--- config.mk ---
export PLATFORM = sky130hd
export DESIGN_NAME = bbpf_queue
export DESIGN_NICKNAME = d
export VERILOG_FILES = /design/src/bbpf_pkg.sv /design/src/bbpf_queue.sv
export SDC_FILE = /design/constraint.sdc
export NUM_CORES = 1
export LEC_CHECK = 0
export BUFFER_PORTS_ARGS = -buffer_cell sky130_fd_sc_hd__clkbuf_2
export CORE_UTILIZATION = 55
export CTS_BUF_LIST = sky130_fd_sc_hd__clkbuf_2
export CTS_CLUSTER_SIZE = 16
export DETAILED_ROUTE_END_ITERATION = 16
export PLACE_DENSITY = 0.77
export SLEW_MARGIN = 10
export SYNTH_ARGS = -nofsm -noshare
export SYNTH_HDL_FRONTEND = slang
export SYNTH_SLANG_ARGS = --single-unit
export TNS_END_PERCENT = 10
--- constraint.sdc ---
create_clock -name clk -period 2 [get_ports clk]
set_input_delay 0.2 -clock clk [delete_from_list [all_inputs] [get_ports clk]]
set_output_delay 0.2 -clock clk [all_outputs]
set_load 0.005 [all_outputs]
--- src/bbpf_pkg.sv ---
package bbpf_pkg;

	localparam int COORD_W = 12;
	localparam int DIM_W = 13;
	localparam int CFG_IDX_W = 2;
	localparam int MAX_WIDTH_DEF = 4096;
	localparam int DIM_LIMIT = 4096;
	localparam int RESET_WIDTH = 640;
	localparam int RESET_HEIGHT = 480;
	localparam int QDEPTH = 4;
	localparam int QAW = 2;

	// register indexes of the configuration port
	localparam logic [CFG_IDX_W-1:0] CFG_FRAME_WIDTH = 2'd0;
	localparam logic [CFG_IDX_W-1:0] CFG_FRAME_HEIGHT = 2'd1;

	// one classified pixel: candidate mask bit 0 up-left, 1 above,
	// 2 left, 3 the pixel itself
	typedef struct packed {
		logic [COORD_W-1:0] x;
		logic [COORD_W-1:0] y;
		logic [3:0]         mask;
		logic               frame_last;
	} bbpf_entry_t;

endpackage

--- src/bbpf_queue.sv ---
module bbpf_queue import bbpf_pkg::*; (
	input  logic        clk,
	input  logic        arst_n,
	input  logic        push,
	input  bbpf_entry_t push_entry,
	output logic        full,
	input  logic        pop,
	output logic        empty,
	output bbpf_entry_t head
);

	bbpf_entry_t      ent_q [QDEPTH];
	logic [QAW-1:0]   wr_ptr_q, rd_ptr_q;
	logic [QAW:0]     cnt_q;

	assign full = (cnt_q == (QAW+1)'(QDEPTH));
	assign empty = (cnt_q == '0);
	assign head = ent_q[rd_ptr_q];

	always_ff @(posedge clk or negedge arst_n) begin
		if (!arst_n) begin
			wr_ptr_q <= '0;
			rd_ptr_q <= '0;
			cnt_q <= '0;
		end else begin
			if (push)
				wr_ptr_q <= wr_ptr_q + QAW'(1);
			if (pop)
				rd_ptr_q <= rd_ptr_q + QAW'(1);
			if (push && !pop)
				cnt_q <= cnt_q + (QAW+1)'(1);
			else if (pop && !push)
				cnt_q <= cnt_q - (QAW+1)'(1);
		end
	end

	always_ff @(posedge clk) begin
		if (push)
			ent_q[wr_ptr_q] <= push_entry;
	end

	a_no_overflow: assert property (@(posedge clk) disable iff (!arst_n)
		!(push && full))
		else $error("queue written while full");

	a_no_underflow: assert property (@(posedge clk) disable iff (!arst_n)
		!(pop && empty))
		else $error("queue read while empty");

endmodule

* Word level (Yosys, flattened, before mapping)
Memories as Yosys holds them, arrays and structs flattened.
Cells that the tools add are included.
** Operators by class
- Shift operators :: 0
- Multiplexer cells :: 4
- Bitwise gates (word level) :: 0
- Magnitude comparators :: 0
- Add/subtract/negate cells :: 4
- Equal/unequal tests :: 1
- Reductions and logical operators :: 6
- Multipliers :: 0
- Divide/modulo/power cells :: 0
** Operator list (number)
- $mux 3 :: 2
- $add 2x1->2 const B :: 2
- $add 3x1->3 const B :: 1
- $eq 3x3->1 const B :: 1
- $logic_not 3->1 :: 1
- $sub 3x1->3 const B :: 1
- $logic_and 1x1->1 :: 2
- $logic_not 1->1 :: 2
- $mux 1 :: 2
- $reduce_bool 2->1 :: 1
** Storage, ports and cells
- Latch bits :: 0
- ROM bits :: 0
- Output and inout port bits :: 31
- Bits in writable memories :: 116
- Flip-flop bits (word level) :: 7
- Memories kept :: 1
- Word-level logic and storage cells :: 19
- Input port bits :: 33
** Memory list
- ent_q :: words 4, bits a word 29, read ports 1, clocked after memory_dff 0, write ports 1, line bbpf_queue.sv:12 : bbpf_entry_t ent_q [QDEPTH];

* Longest topological paths before layout
- Word-level depth :: 4
- Depth in mapped cells :: 7
- Depth with buffers taken out :: 7

* Worst setup path after synthesis
No wires, ideal clock.
- Path kind :: register -> register
- Start :: register wr_ptr_q[0]
- End :: memory ent_q[0][0] (netlist bit), enable pin
- Required time :: 1611 ps
- Arrival :: 1343 ps
- Path buffers :: 0
- Library setup time :: 389 ps
- Cell stages (with the launch flop) :: 4
- Period minus slack after synthesis :: 1732 ps
- Setup slack :: 268 ps
- Path through :: dfrtp_1 inv_1 ha_1 and2_1
** RTL lines
- start, declared :: line bbpf_queue.sv:13 : logic [QAW-1:0] wr_ptr_q, rd_ptr_q;
- start signal, assigned :: line bbpf_queue.sv:27 : wr_ptr_q <= wr_ptr_q + QAW'(1);
- end, declared :: line bbpf_queue.sv:12
Straight into the memory's write port.

==> impl_metrics.csv <==
group,metric,value,unit
outcome,status,"complete, but fails checks",
outcome,violations,"negative setup slack",
synthesis,synth.avg_cell_area,24.7,µm²
clock_tree,clock_latency,0.59,ns
cells_and_area,drive_above_1_share,0.428,
detailed_routing,dr.max_layer_used,"met4",
setup_path,end_kind,"primary output",
floorplanning,die_w,93.2,µm
cells_and_area,multi_input_area,853,µm²
timing,post-route-period-util,1.04,
cells_and_area,fill_cells,482,
detailed_routing,first_pass_iters,4,
clock_tree,clk_pin_slew,0.19,ns
synthesis,netlist_instances,185,
clock_tree,tritoncts,"yes",
timing,slew-limit-headroom,0.755,
synthesis,syn_area,0.00458,mm²
detailed_routing,drc,0,
place,dp_hpwl,4.59,mm
timing,max_freq,0.480,GHz
setup_path,worst_r2r_path_depth,4,
detailed_routing,m1WireLength,3.03,mm
floorplanning,dieHeight,93.2,µm
setup_path,crit_required,1.80,ns
detailed_routing,antenna_left,0,
cells_and_area,layout_common_cells,"edfxtp_1, clkbuf_2, dlygate4sd3_1",
timing,clock_skew,0.0130,ns
cells_and_area,register_area,0.00366,mm²
place,placed_area,0.00508,mm²
cells_and_area,final_common_cell,"edfxtp_1",
cells_and_area,final_nets,344,
setup_path,rr_endpoint,"cnt_q[2]$_DFFE_PN0P_",
clock_tree,cts.sinks,123,
global_routing,grt_pass1_wl,12.3,mm
global_routing,antenna_found_initial,0,
timing,report.final.hold_viol_count,0,
timing,setup_viol,29,
pwr,vdd_ir_drop_max,677,µV
timing,worst_pin_slew,0.367,ns
setup_path,path_class,"register to primary output",
worst_hold_path,hold_start,"push_entry[25]",
setup_path,path_max_fanout,20,
setup_path,critPathLaunchType,"register",
worst_hold_path,whs_path_depth,2,
timing,layout_min_cycle_time,2.08,ns
cells_and_area,stdcell_area,0.00567,mm²
floorplanning,core_area,0.00789,mm²
synthesis,ys_seq_area_frac,0.799,
timing,finalWorstSetupSlack,-0.0838,ns
global_routing,overflow,0,
synthesis,yosys.area.top_type,"edfxtp_1",
clock_tree,ctsHtreeMaxLevel,4,
clock_tree,cts_root_buffer,"clkbuf_2",
detailed_routing,avgRoutedWirePerCell,18.0,µm
worst_hold_path,hold_end,"ent_q[3][25]$_DFFE_PP_",
timing,slew_violations,0,
setup_path,r2r_slack,0.54,ns
detailed_routing,vias_per_cell,5.31,
floorplanning,dieArea,0.00869,mm²
floorplanning,design.portCount,64,
detailed_routing,finalWirelength,7.57,mm
synthesis,netlist.area_leader.share,0.761,
setup_path,cp_data_arrival_time,1.88,ns
cells_and_area,syn2layout_area_growth,23.9,%
synthesis,ys_seq_elements,123,
detailed_routing,drt_iter0_drc,139,
detailed_routing,num_vias,2230,
place,gp_congestion,0.658,
global_routing,grt_pass1_vias,2405,
timing,rsz0062_at_grt,"true",
detailed_routing,wl_met2,4.15,mm
global_routing,grt_use_total,0.200,
clock_tree,cts_setup_buffers,0,
clock_tree,cts_buffers,17,
synthesis,synthDistinctLibCells,19,
cells_and_area,diodes,0,
worst_hold_path,holdCritPathClass,"input pin to register",
synthesis,ys_warn_count,0,
global_routing,grt_max_degree,30,
synthesis,synthTopCellsByArea,"edfxtp_1, mux4_2, dfrtp_1",
place,placement.io_buffers,63,
clock_tree,clockBufferDepth,2,
timing,fin_setup_tns,-1.85,ns
setup_path,r2r_start,"cnt_q[0]$_DFFE_PN0P_",
pwr,leakage,2.05,nW
detailed_routing,met3WireLength,318,µm
synthesis,synthesis.nets,224,
floorplanning,placement_rows,32,
floorplanning,start_util,0.580,
pwr,pwr_density_cell,1290,mW/mm²
flow_run,drv_cap,0,
## worst max path at each step
| stage | slack (ns) | end | start | cells past startpoint |
|---|---|---|---|---|
| after floorplan | 0.27 | ent_q[0][0]$_DFFE_PP_ | wr_ptr_q[0]$_DFFE_PN0P_ | 3 |
| after global placement | 0.50 | head[15] | rd_ptr_q[0]$_DFFE_PN0P_ | 3 |
| after detailed placement | 0.43 | cnt_q[2]$_DFFE_PN0P_ | push | 7 |
| after CTS | -0.17 | head[26] | rd_ptr_q[0]$_DFFE_PN0P_ | 3 |
| after global routing | -0.24 | head[22] | rd_ptr_q[0]$_DFFE_PN0P_ | 3 |
| final | -0.08 | head[13] | rd_ptr_q[0]$_DFFE_PN0P_ | 3 |
## metrics by stage
stage	std cells	hold slack, ns	util	worst slack (ns)	power, mW
global placement	355	0.0521	0.644	0.504	5.72
floorplan	185	-0.0956	-	0.268	4.92
CTS	420	0.270	0.719	-0.175	7.44
detailed placement	355	0.0511	0.644	0.426	5.78
global route	420	0.263	0.719	-0.243	7.75
finish	420	0.337	0.719	-0.0838	7.34
## what timing repair did
| item | 4_1_cts | 5_1_grt |
|---|---|---|
| hold buffers | 33 | 0 |
| endpoints found under the setup margin | 29 | 29 |
| gates resized for setup | 2 | 0 |
| hold endpoints to repair | 128 | 0 |
## cell type report
cell class                 instances  share of cell area
sequential                       123               0.645
multi-input combinational         52               0.150
timing repair buffer             107               0.133
clock inverter                    14              0.0302
tap                              102              0.0225
clock buffer                      18              0.0159
inverter                           4             0.00265
## critical path, stage by stage (launching register included)
cell	delay (ns)
dfrtp_2	0.42
buf_12	0.21
mux4_2	0.53
clkbuf_2	0.13
## per-layer routing
layer | GRT usage | vias to the layer above
li1 | - | 1014
met1 | 0.238 | 1136
met2 | 0.352 | 72
met3 | 0.0610 | 8
met4 | 0.0577 | 0
met5 | 0 | -
## sequential cells by signal (all words and copies together) (netlist names)
register,cells
wr_ptr_q,2
cnt_q,3
ent_q,116
rd_ptr_q,2
## logic make-up after synthesis
family / count (synthesis) / synth area share
DFF: 123 / 0.799
muxes: 30 / 0.146
buffers and inverters: 10 / 0.0137
and+or+nand+nor: 9 / 0.0107
xor gates and xnor gates: 6 / 0.0115
adders and majority gates: 6 / 0.0180
AOI/OAI and AO/OA: 1 / 0.00109
## cell usage after synthesis
| cell | n |
|---|---|
| xor2_1 | 4 |
| nor3b_1 | 1 |
| xnor2_1 | 2 |
| nor2_1 | 1 |
| edfxtp_1 | 116 |
| mux2_2 | 1 |
| buf_2 | 2 |
| mux4_2 | 28 |
| dfrtp_1 | 7 |
| nor3_1 | 1 |
| buf_6 | 3 |
| clkbuf_1 | 1 |
| o21ai_0 | 1 |
| and2_1 | 4 |
| nand2_1 | 2 |
| inv_1 | 4 |
| ha_1 | 5 |
| fa_1 | 1 |
| mux4_1 | 1 |
## report_power, final
| part | switching (mW) | internal, mW |
|---|---|---|
| Sequential | 0.162 | 3.37 |
| Clock | 0.892 | 0.703 |
| Combinational | 1.04 | 1.17 |
| Total | 2.09 | 5.24 |
No activity file was read; power rests on OpenSTA's default activity.
