<file path="src/bbpf_pkg.sv">
package bbpf_pkg;

	localparam int COORD_W = 12;
	localparam int DIM_W = 13;
	localparam int CFG_IDX_W = 2;
	localparam int MAX_WIDTH_DEF = 4096;
	localparam int DIM_LIMIT = 4096;
	localparam int RESET_WIDTH = 640;
	localparam int RESET_HEIGHT = 480;
	localparam int QDEPTH = 4;
	localparam int QAW = 2;

	// register indexes of the configuration port
	localparam logic [CFG_IDX_W-1:0] CFG_FRAME_WIDTH = 2'd0;
	localparam logic [CFG_IDX_W-1:0] CFG_FRAME_HEIGHT = 2'd1;

	// one classified pixel: candidate mask bit 0 up-left, 1 above,
	// 2 left, 3 the pixel itself
	typedef struct packed {
		logic [COORD_W-1:0] x;
		logic [COORD_W-1:0] y;
		logic [3:0]         mask;
		logic               frame_last;
	} bbpf_entry_t;

endpackage

</file>
<file path="src/bbpf_back.sv">
module bbpf_back import bbpf_pkg::*; (
	input  logic               clk,
	input  logic               arst_n,
	input  logic               empty,
	input  bbpf_entry_t        head,
	output logic               pop,
	output logic               out_valid,
	input  logic               out_ready,
	output logic [COORD_W-1:0] point_x,
	output logic [COORD_W-1:0] point_y,
	output logic               last_of_item,
	output logic               frame_done
);

	logic               busy_q, valid_q;
	logic [3:0]         rem_q;
	logic [COORD_W-1:0] px_q, py_q;
	logic               last_q, done_q;

	logic [3:0]         cur, pick, rest;
	logic               load, last;
	logic [COORD_W-1:0] nx, ny;

	assign cur = busy_q ? rem_q : head.mask;
	assign load = !empty && (!valid_q || out_ready);

	// advance to the lowest pending candidate
	always_comb begin
		pick = 4'b0000;
		if (cur[0])
			pick = 4'b0001;
		else if (cur[1])
			pick = 4'b0010;
		else if (cur[2])
			pick = 4'b0100;
		else if (cur[3])
			pick = 4'b1000;
		rest = cur & ~pick;
		last = (rest == '0);
		nx = (pick[0] || pick[2]) ? head.x - COORD_W'(1) : head.x;
		ny = (pick[0] || pick[1]) ? head.y - COORD_W'(1) : head.y;
	end

	assign pop = load && last;

	always_ff @(posedge clk or negedge arst_n) begin
		if (!arst_n) begin
			busy_q <= 1'b0;
			valid_q <= 1'b0;
		end else begin
			if (load) begin
				valid_q <= 1'b1;
				busy_q <= !last;
			end else if (out_ready) begin
				valid_q <= 1'b0;
			end
		end
	end

	always_ff @(posedge clk) begin
		if (load) begin
			rem_q <= rest;
			px_q <= nx;
			py_q <= ny;
			last_q <= last;
			done_q <= last && head.frame_last;
		end
	end

	assign out_valid = valid_q;
	assign point_x = px_q;
	assign point_y = py_q;
	assign last_of_item = last_q;
	assign frame_done = done_q;

	a_busy_has_head: assert property (@(posedge clk) disable iff (!arst_n)
		busy_q |-> !empty && rem_q != '0)
		else $error("pending points without a queued pixel");

	a_done_is_last: assert property (@(posedge clk) disable iff (!arst_n)
		valid_q && done_q |-> last_q)
		else $error("frame end flagged on a point that is not final");

endmodule
</file>
<file path="config.mk">
export PLATFORM = sky130hd
export DESIGN_NAME = bbpf_back
export DESIGN_NICKNAME = d
export VERILOG_FILES = /design/src/bbpf_pkg.sv /design/src/bbpf_back.sv
export SDC_FILE = /design/constraint.sdc
export NUM_CORES = 1
export LEC_CHECK = 0
export BUFFER_PORTS_ARGS = -buffer_cell sky130_fd_sc_hd__buf_2
export CORE_MARGIN = 3
export CORE_UTILIZATION = 45
export DETAILED_ROUTE_END_ITERATION = 7
export PLACE_DENSITY = 0.86
export REMOVE_ABC_BUFFERS = 1
export SYNTH_ARGS = -nofsm -noshare
export SYNTH_HDL_FRONTEND = slang
export SYNTH_SLANG_ARGS = --single-unit
</file>
<file path="constraint.sdc">
create_clock -name clk -period 4.6 [get_ports clk]
set_input_delay 0 -clock clk [delete_from_list [all_inputs] [get_ports clk]]
set_output_delay 0 -clock clk [all_outputs]
set_load 0.05 [all_outputs]
</file>
Yosys cells after proc, flatten, opt, wreduce, memory -nomap -nowiden
Cells that the tools add are included.
W data, S select, Z words.
{ "word_totals": {"register_bits": 32, "in_bits": 33, "out_inout_bits": 28, "wordCells": 31} }
{ "classes": {"addsub": 2, "mux": 9, "bitwise_logic": 2, "n_reduce_logical": 11} }
{ "op_table": {"columns": ["operator", "count"], "rows": [
  ["$mux W12", 2],
  ["$sub A12 B1 Y12 const B", 2],
  ["$mux W4", 5],
  ["$and A4 B4 Y4", 1],
  ["$logic_not A4 Y1", 1],
  ["$not A4 Y4", 1],
  ["$logic_and A1 B1 Y1", 3],
  ["$logic_not A1 Y1", 3],
  ["$logic_or A1 B1 Y1", 3],
  ["$mux W1", 2],
  ["$reduce_bool A2 Y1", 1]
]} }

Depth between registers and ports, before layout
Gate-level depths: netlist (run 1).
{ "logic_depth": {"ltp_word": 9, "mapped_depth": 6, "mapped_depth_nobuf": 5} }

Worst setup path before layout (run 1)
Ideal clock, no wire load.
{ "synth_timing": {"kind": "flip-flop to output port", "start": "register valid_q, in the netlist out_valid", "end": "output port pop", "arrival_ps": 3080, "required_time_ps": 4600, "slack_ps": 1520, "stages_incl_launch_ff": 4, "n_path_buf": 0, "path_cell_list": "dfrtp_1 a21oi_1 nand2b_1 nor2_1"} }
{ "synth_between": {"elab_chain_len": 4} }
{ "synth_rtl": {"columns": ["item", "line_no", "rtl"], "rows": [
  ["start, declared", "bbpf_back.sv:15", "logic busy_q, valid_q;"],
  ["start signal, assigned", "bbpf_back.sv:49", "valid_q <= 1'b0;"],
  ["start signal, assigned", "bbpf_back.sv:52", "valid_q <= 1'b1;"],
  ["start signal, assigned", "bbpf_back.sv:55", "valid_q <= 1'b0;"],
  ["$logic_not A1 Y1", "bbpf_back.sv:25", "assign load = !empty && (!valid_q || out_ready);"],
  ["$logic_or A1 B1 Y1", "bbpf_back.sv:25", null],
  ["$logic_and A1 B1 Y1", "bbpf_back.sv:25", null],
  ["net load", "bbpf_back.sv:21", "logic load, last;"],
  ["$logic_and A1 B1 Y1", "bbpf_back.sv:44", "assign pop = load && last;"],
  ["end, declared", "bbpf_back.sv:6", "output logic pop,"]
]} }
The timed path passes the listed nets, and every way through them passes these cells.

Worst setup path in the final report (run 1)
{ "layout_timing": {"start": "register busy_q", "end": "output port pop"} }
{ "layout_between": {"elab_chain_len": 9} }
{ "layout_rtl": {"columns": ["item", "line_no", "rtl"], "rows": [
  ["start, declared", "bbpf_back.sv:15", null],
  ["start signal, assigned", "bbpf_back.sv:53", "busy_q <= !last;"],
  ["$mux W4 *", "bbpf_back.sv:24", "assign cur = busy_q ? rem_q : head.mask;"],
  ["$mux W4", "bbpf_back.sv:36", "else if (cur[3])"],
  ["$mux W4", "bbpf_back.sv:34", "else if (cur[2])"],
  ["$mux W4", "bbpf_back.sv:32", "else if (cur[1])"],
  ["$mux W4", "bbpf_back.sv:30", "if (cur[0])"],
  ["$not A4 Y4", "bbpf_back.sv:38", "rest = cur & ~pick;"],
  ["$and A4 B4 Y4 *", "bbpf_back.sv:38", null],
  ["$logic_not A4 Y1 *", "bbpf_back.sv:39", "last = (rest == '0);"],
  ["$logic_and A1 B1 Y1 *", "bbpf_back.sv:44", null]
]} }
Mark *: on every way between the ends. The rest lies on a longest branch, timed or not.

==> impl_metrics.env, run 1 <==
export IMPL_clkTransAtPathRegs_ps=90
export IMPL_post_drt_wl_per_cell_um=12.3
export IMPL_route_detailed_drc=0
export IMPL_core_region_area_mm2=0.00315
export IMPL_hold_ws_ps=14.8
export IMPL_drive_gt1_share_pct=35.6
export IMPL_seq_area_frac_synth_pct=60.2
export IMPL_synth_most_common_cell="edfxtp_1"
export IMPL_power_density_mw_per_mm2=367
export IMPL_fin_area_mm2=0.00215
export IMPL_skew_ps=7.23
export IMPL_critPathLaunchType="register"
export IMPL_dr_pass1_iters=4
export IMPL_post_cts_resized=0
export IMPL_path_cells="or3_1 -> and2_1 -> o21a_1 -> nor2_1 -> buf_2"
export IMPL_cts_setup_buffers=0
export IMPL_die_w_um=64.3
export IMPL_htree_levels=2
export IMPL_synth_distinct_cells=32
export IMPL_path_class="register to output pin"
export IMPL_critPathLaunch="busy_q$_DFFE_PN0P_"
export IMPL_ys_seq_elements=31
export IMPL_power_leakage_nw=0.905
export IMPL_io_pins=61
export IMPL_cts_tree="yes"
export IMPL_end_kind="output pin"
export IMPL_syn_to_final_growth_pct=40.8
export IMPL_ant_nets=0
export IMPL_hold_buffers=19
export IMPL_gr_total_overflow=0
export IMPL_synth_area_top_cells="edfxtp_1 (57%), xnor2_1 (8.0%), xor2_1 (4.6%), nor2_1 (3.4%), dfrtp_1 (3.3%)"
export IMPL_arrival_ps=2020
export IMPL_r2r_end="point_x[5]$_DFFE_PP_"
export IMPL_rows=20
export IMPL_slowest_stage="dfrtp_1"
export IMPL_synth_edf_count=29
export IMPL_r2r_cells=4
export IMPL_dieArea_mm2=0.00414
export IMPL_status="finished clean"
export IMPL_crit_fanout=8
export IMPL_synth_area_mm2=0.00153
export IMPL_gp_congestion=0.874
export IMPL_dp_hpwl_um=2250
export IMPL_fin_cells=252
export IMPL_hold_viol_final=0
export IMPL_grt_max_degree=32
export IMPL_totalWireLength_um=3100
export IMPL_endpoint="pop"
export IMPL_drt_first_iter_violations=78
export IMPL_root_buffer="clkbuf_4"
export IMPL_nets=242
export IMPL_synth_warnings=0
export IMPL_cp_num_buf_inv=1
export IMPL_worstMarginPinSlew_ps=965
export IMPL_grt_first_pass_wirelength_um=5030
export IMPL_grt_pass1_vias=1188
export IMPL_fin_util_pct=68.3
export IMPL_antenna_cells=0
export IMPL_cp_required_ps=4600
export IMPL_syn_inst=122
export IMPL_grt_usage_pct=16.0
export IMPL_maxClockFrequency_mhz=495
export IMPL_initial_core_util_pct=48.5
export IMPL_period_minus_slack_ps=2020
export IMPL_path_depth=5
export IMPL_cpPeakStageDelay_ps=480
export IMPL_place_area_mm2=0.00189
export IMPL_syn_avg_cell_area_um2=12.5
export IMPL_cts_sinks=31
export IMPL_ir_worst_vdd_v=0.000257
export IMPL_slew_headroom_pct=35.7
export IMPL_fillers=230
export IMPL_clk_latency_ps=320
export IMPL_fp_dieH_um=64.3
export IMPL_cts_buffers=5
export IMPL_rrSetupSlack_ps=2630
export IMPL_synth_area_leader_cell="edfxtp_1"
export IMPL_synthFlopType="edfxtp_1"
export IMPL_synth_async_reset_ratio_pct=6.45
export IMPL_clockBufferDepth=2
export IMPL_r2r_start="busy_q$_DFFE_PN0P_"
export IMPL_cap_violations=0
export IMPL_placed_cells=225
export IMPL_port_buffers=60
export IMPL_num_vias=1214
export IMPL_rsz0062_at_grt="false"
export IMPL_synth_commonest_cells="edfxtp_1 (29), nor2_1 (14), xnor2_1 (14)"
export IMPL_timing_setup_tns_ps=0
export IMPL_via_per_inst=4.82
export IMPL_netlist_area_leader_share_pct=56.9
export IMPL_maxSlewViolCount=0
export IMPL_crit_family="simple AND/OR/NAND/NOR gates"
export IMPL_fin_crit_sh_pct=43.9
export IMPL_hold_class="input port to register"
export IMPL_setup_violations=0
export IMPL_antenna_found_initial=0
-- final cells by class --
type / count / area [um^2] / share of cell area, %
repair buffers: 80 / 498 / 23.1
well taps: 44 / 55.1 / 2.56
clock buffers: 5 / 37.5 / 1.74
multi-input cells: 83 / 582 / 27.0
clock inverters: 3 / 38.8 / 1.80
flip-flops and latches: 31 / 921 / 42.7
inverters: 6 / 22.5 / 1.05
-- routing by layer --
| metal | part of all wire (%) | up-vias | track usage [%] |
|---|---|---|---|
| met2 | 55 | 45 | 30.2 |
| met3 | 5.6 | 2 | 3.69 |
| met1 | 38 | 558 | 16.7 |
| li1 | - | 609 | - |
| met5 | 0 | - | 0 |
| met4 | 0.74 | 0 | 7.12 |
-- through the flow --
step	power, W	setup WS [ps]
after floorplan	0.000527	1520
after global placement	0.000581	2720
after global routing	0.000830	2440
after detailed placement	0.000587	2630
after CTS	0.000798	2550
final	0.000791	2580
-- layout by cell type, fill, tap and decap left out, types with 3 or more instances in the layout --
master,Yosys,layout
nand4b_1,3,3
inv_1,6,6
nor3_1,3,3
xor2_1,8,8
nand3_1,3,3
nand4_1,3,3
nand2_1,6,6
edfxtp_1,29,29
buf_2,1,60
nor2_1,14,14
mux2i_1,3,3
xnor2_1,14,14
dlygate4sd3_1,0,19
nand2b_1,4,4
clkbuf_4,0,5
-- worst min path at each step --
| stage | startpoint | to | cells past startpoint |
|---|---|---|---|
| 6_report | head[11] | point_y[6]$_DFFE_PP_ | 2 |
| 5_1_grt | head[11] | point_y[6]$_DFFE_PP_ | 2 |
| 4_1_cts | head[11] | point_y[6]$_DFFE_PP_ | 2 |
| 3_5_place_dp | arst_n | out_valid$_DFFE_PN0P_ | 1 |
| 3_3_place_gp | arst_n | out_valid$_DFFE_PN0P_ | 1 |
| 2_1_floorplan | arst_n | busy_q$_DFFE_PN0P_ | 0 |
-- registers in the layout (all words and copies together) (netlist names) --
signal and cells:
busy_q 1, frame_done 1, last_of_item 1, out_valid 1, point_x 12, point_y 12, rem_q 3
-- cells by family after synthesis --
kind of cell    synth area share (%)
fa+ha+maj                       1.64
xor+xnor                        12.6
compound gates                  2.86
mux                             1.96
buf+inv                         2.04
simple gates                    18.7
flops                           60.2
-- power by group --
group	total [W]	switching (W)	leakage [nW]	internal, W
Combinational	0.000230	0.000154	0.564	0.0000762
Sequential	0.000361	0.0000141	0.299	0.000347
Clock	0.000199	0.0000876	0.0426	0.000112
Total	0.000791	0.000256	0.905	0.000535
-- worst reg2reg max path, stage by stage, from the launching register on --
cell and delay (ps):
dfrtp_1 500, nor2_1 90, a22oi_1 750, nand4b_1 240
xnor2_1 180
No activity file was read; power rests on OpenSTA's default activity.
==> run 2, diff against run 1 <==
==> constraint.sdc (replaced) <==
create_clock -name clk -period 2.1 [get_ports clk]
set_input_delay 0 -clock clk [delete_from_list [all_inputs] [get_ports clk]]
set_output_delay 0 -clock clk [all_outputs]
set_load 0.05 [all_outputs]
==> impl_metrics.env, run 2 (same netlist as run 1, synthesis figures left out) <==
export IMPL_skew_ps=7.18
export IMPL_fp_dieH_um=64.3
export IMPL_hold_class="input port to register"
export IMPL_p_total_w=0.00161
export IMPL_grt_first_pass_wirelength_um=5030
export IMPL_grt_usage_pct=16.4
export IMPL_path_class="register to output pin"
export IMPL_end_kind="output pin"
export IMPL_hold_viol_final=0
export IMPL_nets=243
export IMPL_cap_violations=0
export IMPL_core_region_area_mm2=0.00315
export IMPL_r2r_end="point_y[7]$_DFFE_PP_"
export IMPL_syn_to_final_growth_pct=39.6
export IMPL_post_drt_wl_per_cell_um=12.2
export IMPL_cp_required_ps=2100
export IMPL_wl_met1_um=1180
export IMPL_grt_pass1_vias=1182
export IMPL_fin_crit_sh_pct=93.0
export IMPL_dr_pass1_iters=4
export IMPL_worstMarginPinSlew_ps=544
export IMPL_cts_tree="yes"
export IMPL_period_minus_slack_ps=1950
export IMPL_fillers=257
export IMPL_dp_hpwl_um=2260
export IMPL_dieArea_mm2=0.00414
export IMPL_antenna_cells=0
export IMPL_drt_first_iter_violations=27
export IMPL_initial_core_util_pct=48.5
export IMPL_route_detailed_drc=0
export IMPL_gp_congestion=0.817
export IMPL_dr_max_layer_used="met4"
export IMPL_holdPathEnd="point_y[8]$_DFFE_PP_"
export IMPL_clkTransAtPathRegs_ps=90
export IMPL_via_per_inst=4.82
export IMPL_die_w_um=64.3
export IMPL_grt_max_degree=13
export IMPL_maxClockFrequency_mhz=512
export IMPL_root_buffer="clkbuf_4"
export IMPL_wl_met3_um=154
export IMPL_rows=20
export IMPL_maxSlewViolCount=0
export IMPL_crit_fanout=8
export IMPL_drive_gt1_share_pct=35.9
export IMPL_cts_sinks=31
export IMPL_num_vias=1220
export IMPL_clockBufferDepth=2
export IMPL_r2r_start="busy_q$_DFFE_PN0P_"
export IMPL_power_density_mw_per_mm2=756
export IMPL_port_buffers=60
export IMPL_status="finished clean"
export IMPL_r2r_cells=4
export IMPL_layout_commonest_cell="buf_2"
export IMPL_clk_latency_ps=320
export IMPL_power_leakage_nw=0.895
export IMPL_totalWireLength_um=3090
export IMPL_final_cell_mix="buf_2 (59), edfxtp_1 (29), dlygate4sd3_1 (18)"
export IMPL_setup_violations=0
export IMPL_rrSetupSlack_ps=350
export IMPL_htree_levels=2
export IMPL_io_pins=61
export IMPL_critPathLaunchType="register"
export IMPL_min_path_cells=2
export IMPL_gr_total_overflow=0
export IMPL_fin_cells=253
export IMPL_slew_headroom_pct=63.7
export IMPL_hp_start="head[13]"
export IMPL_ir_worst_vdd_v=0.000449
export IMPL_cts_buffers=5
export IMPL_wl_met2_um=1650
export IMPL_antenna_found_initial=0
export IMPL_placed_cells=227
export IMPL_arrival_ps=1950
export IMPL_rsz0062_at_grt="false"
export IMPL_ant_nets=0
[run 2: cell count changes in the layout (fill, tap and decap cells not counted), sizes merged]
cell and change:
buf +2, bufinv -1, clkbuf +1, dlygate4sd3 -1
[run 2: worst max path at each step]
stage / to / from / slack (ps) / depth (start not counted)
2_1_floorplan: pop / out_valid$_DFFE_PN0P_ / -980 / 3
3_3_place_gp: point_y[7]$_DFFE_PP_ / busy_q$_DFFE_PN0P_ / 340 / 4
3_5_place_dp: point_y[7]$_DFFE_PP_ / busy_q$_DFFE_PN0P_ / 290 / 4
4_1_cts: pop / busy_q$_DFFE_PN0P_ / 30 / 5
5_1_grt: pop / busy_q$_DFFE_PN0P_ / 10 / 5
6_report: pop / busy_q$_DFFE_PN0P_ / 150 / 5
[run 2: repair_timing]
action	in CTS	in global routing
gates resized for setup	0	3
hold buffers	18	0
hold endpoints to repair	17	0
setup buffers	0	0
setup endpoints to repair	0	1
[run 2: final cells by class]
type / count / area [um^2] / share of cell area [%]
flip-flops and latches: 31 / 922 / 43.2
multi-input cells: 83 / 582 / 27.2
repair buffers: 81 / 505 / 23.7
well taps: 44 / 55.1 / 2.58
clock buffers: 6 / 41.3 / 1.93
inverters: 6 / 22.5 / 1.05
clock inverters: 2 / 7.51 / 0.351
[run 2: routing by layer]
metal  GRT usage (%)  vias up
li1                -      613
met1            16.5      559
met2            29.5       38
met3            4.22       10
met4            10.6        0
met5               0        -
[run 2: power by group]
| group | switching (W) | leakage, nW | total [W] | internal (W) |
|---|---|---|---|---|
| Sequential | 0.0000284 | 0.298 | 0.000789 | 0.000761 |
| Combinational | 0.000341 | 0.570 | 0.000519 | 0.000179 |
| Clock | 0.000182 | 0.0273 | 0.000305 | 0.000124 |
[run 2: critical path, stage by stage (launching register included)]
cell     delay (ps)
dfrtp_2         470
or3_1           410
and2_1          200
o21a_1          220
nor2_1          120
buf_4           210
[run 2: through the flow]
stage / hold slack (ps) / setup slack (ps) / utilization [%] / TNS, ps / area (um^2)
final: 21.0 / 147 / 67.7 / 0 / 2140
after global routing: 2.54 / 12.0 / 67.7 / 0 / 2140
after floorplan: -296 / -980 / - / -16300 / 1520
after detailed placement: -211 / 295 / 60.4 / 0 / 1900
after global placement: -211 / 339 / 60.4 / 0 / 1900
after CTS: 0.653 / 34.7 / 67.6 / 0 / 2130
==> run 3, diff against run 2 <==
--- a/config.mk
+++ b/config.mk
@@ -9,6 +9,7 @@
 export CORE_MARGIN = 3
 export CORE_UTILIZATION = 45
 export DETAILED_ROUTE_END_ITERATION = 7
+export MAX_ROUTING_LAYER = met4
 export PLACE_DENSITY = 0.86
 export REMOVE_ABC_BUFFERS = 1
 export SYNTH_ARGS = -nofsm -noshare
==> impl_metrics.env, run 3 (same netlist as run 1, synthesis figures left out) <==
export IMPL_hold_ws_ps=16.3
export IMPL_r2r_end="point_y[7]$_DFFE_PP_"
export IMPL_fin_crit_sh_pct=93.2
export IMPL_r2r_start="busy_q$_DFFE_PN0P_"
export IMPL_via_per_inst=4.85
export IMPL_dp_hpwl_um=2260
export IMPL_wl_met3_um=166
export IMPL_grt_first_pass_wirelength_um=5020
export IMPL_hold_viol_final=0
export IMPL_cp_required_ps=2100
export IMPL_drive_gt1_share_pct=35.9
export IMPL_pwr_share_seq_pct=48.8
export IMPL_rsz0062_at_grt="false"
export IMPL_cts_tree="yes"
export IMPL_rows=20
export IMPL_hold_class="input port to register"
export IMPL_post_drt_wl_per_cell_um=12.3
export IMPL_gp_congestion=0.829
export IMPL_wl_met2_um=1660
export IMPL_p_comb_share_pct=32.2
export IMPL_cap_violations=0
export IMPL_port_buffers=60
export IMPL_syn_to_final_growth_pct=39.6
export IMPL_totalWireLength_um=3120
export IMPL_power_density_mw_per_mm2=757
export IMPL_path_class="register to output pin"
export IMPL_setup_slack_ps=142
export IMPL_swShare_pct=34.3
export IMPL_core_region_area_mm2=0.00315
export IMPL_fin_cells=253
export IMPL_nets=243
export IMPL_setup_violations=0
export IMPL_place_area_mm2=0.00190
export IMPL_num_vias=1228
export IMPL_p_int_w=0.00106
export IMPL_status="finished clean"
export IMPL_drt_first_iter_violations=36
export IMPL_clk_latency_ps=330
export IMPL_switching_power_w=0.000554
export IMPL_grt_pass1_vias=1182
export IMPL_worstMarginPinSlew_ps=548
export IMPL_arrival_ps=1960
export IMPL_end_kind="output pin"
export IMPL_cts_buffers=5
export IMPL_root_buffer="clkbuf_4"
export IMPL_crit_fanout=8
export IMPL_maxClockFrequency_mhz=511
export IMPL_layout_commonest_cell="buf_2"
export IMPL_cts_setup_buffers=0
export IMPL_antenna_cells=0
export IMPL_io_pins=61
export IMPL_p_clk_share_pct=19.0
export IMPL_cts_sinks=31
export IMPL_endpoint="pop"
export IMPL_dr_max_layer_used="met4"
export IMPL_skew_ps=7.15
export IMPL_placed_cells=227
export IMPL_critPathLaunchType="register"
export IMPL_die_w_um=64.3
export IMPL_ir_worst_vdd_v=0.000448
export IMPL_gr_total_overflow=0
export IMPL_dr_pass1_iters=4
export IMPL_fp_dieH_um=64.3
export IMPL_final_cell_mix="buf_2 (59), edfxtp_1 (29), dlygate4sd3_1 (18)"
export IMPL_dieArea_mm2=0.00414
export IMPL_timing_setup_tns_ps=0
export IMPL_route_detailed_drc=0
export IMPL_r2r_cells=4
export IMPL_critPathLaunch="busy_q$_DFFE_PN0P_"
export IMPL_period_minus_slack_ps=1960
export IMPL_clkTransAtPathRegs_ps=90
export IMPL_clockBufferDepth=2
export IMPL_ant_nets=0
export IMPL_rrSetupSlack_ps=350
export IMPL_slew_headroom_pct=63.5
export IMPL_htree_levels=2
export IMPL_initial_core_util_pct=48.5
export IMPL_maxSlewViolCount=0
export IMPL_grt_max_degree=13
export IMPL_fin_area_mm2=0.00214
export IMPL_grt_usage_pct=16.8
export IMPL_place_ws_ps=295
export IMPL_antenna_found_initial=0
export IMPL_fillers=257
export IMPL_wl_met1_um=1190
export IMPL_power_leakage_nw=0.895
run 3: cell counts in the layout (fill, tap and decap cells not counted):
No cell type changed its count.
run 3: metrics by stage:
stage | power, W | utilization, %
CTS | 0.00163 | 67.6
finish | 0.00162 | 67.7
global placement | 0.00129 | 60.4
detailed placement | 0.00130 | 60.4
floorplan | 0.00115 | -
global route | 0.00171 | 67.7
run 3: area by class of cell:
type	count	area, um^2	area share [%]
multi-input cells	83	582	27.2
clock inverters	2	7.51	0.351
flip-flops and latches	31	922	43.2
repair buffers	81	505	23.7
inverters	6	22.5	1.05
clock buffers	6	41.3	1.93
well taps	44	55.1	2.58
run 3: power by group through the flow:
stage	Combinational (W)	Clock (W)	Sequential (W)
final	0.000521	0.000308	0.000789
after global routing	0.000566	0.000344	0.000798
after CTS	0.000520	0.000319	0.000790
after detailed placement	0.000494	0	0.000804
after global placement	0.000486	0	0.000799
after floorplan	0.000196	0	0.000958
run 3: worst min-delay path by stage:
| stage | startpoint | end | slack (ps) | cells past startpoint |
|---|---|---|---|---|
| CTS | head[13] | point_y[8]$_DFFE_PP_ | 0.7 | 2 |
| global route | head[15] | point_y[10]$_DFFE_PP_ | 3 | 2 |
| detailed placement | arst_n | out_valid$_DFFE_PN0P_ | -210 | 1 |
| global placement | arst_n | out_valid$_DFFE_PN0P_ | -210 | 1 |
| floorplan | arst_n | busy_q$_DFFE_PN0P_ | -300 | 0 |
| finish | head[13] | point_y[8]$_DFFE_PP_ | 20 | 2 |
run 3: timing repair:
item	CTS	global route
hold endpoints to repair	17	0
hold buffers	18	0
gates resized for setup	0	3
endpoints found under the setup margin	0	1
run 3: layer usage:
metal  track usage [%]  vias up
met3              4.22        9
met4              10.6        0
li1                  -      612
met5                 -        -
met1              16.5      569
met2              29.5       38
run 3: worst max-delay path: stages (launching register included):
cell     delay (ps)
dfrtp_2         470
or3_1           410
and2_1          200
o21a_1          220
nor2_1          120
buf_4           210
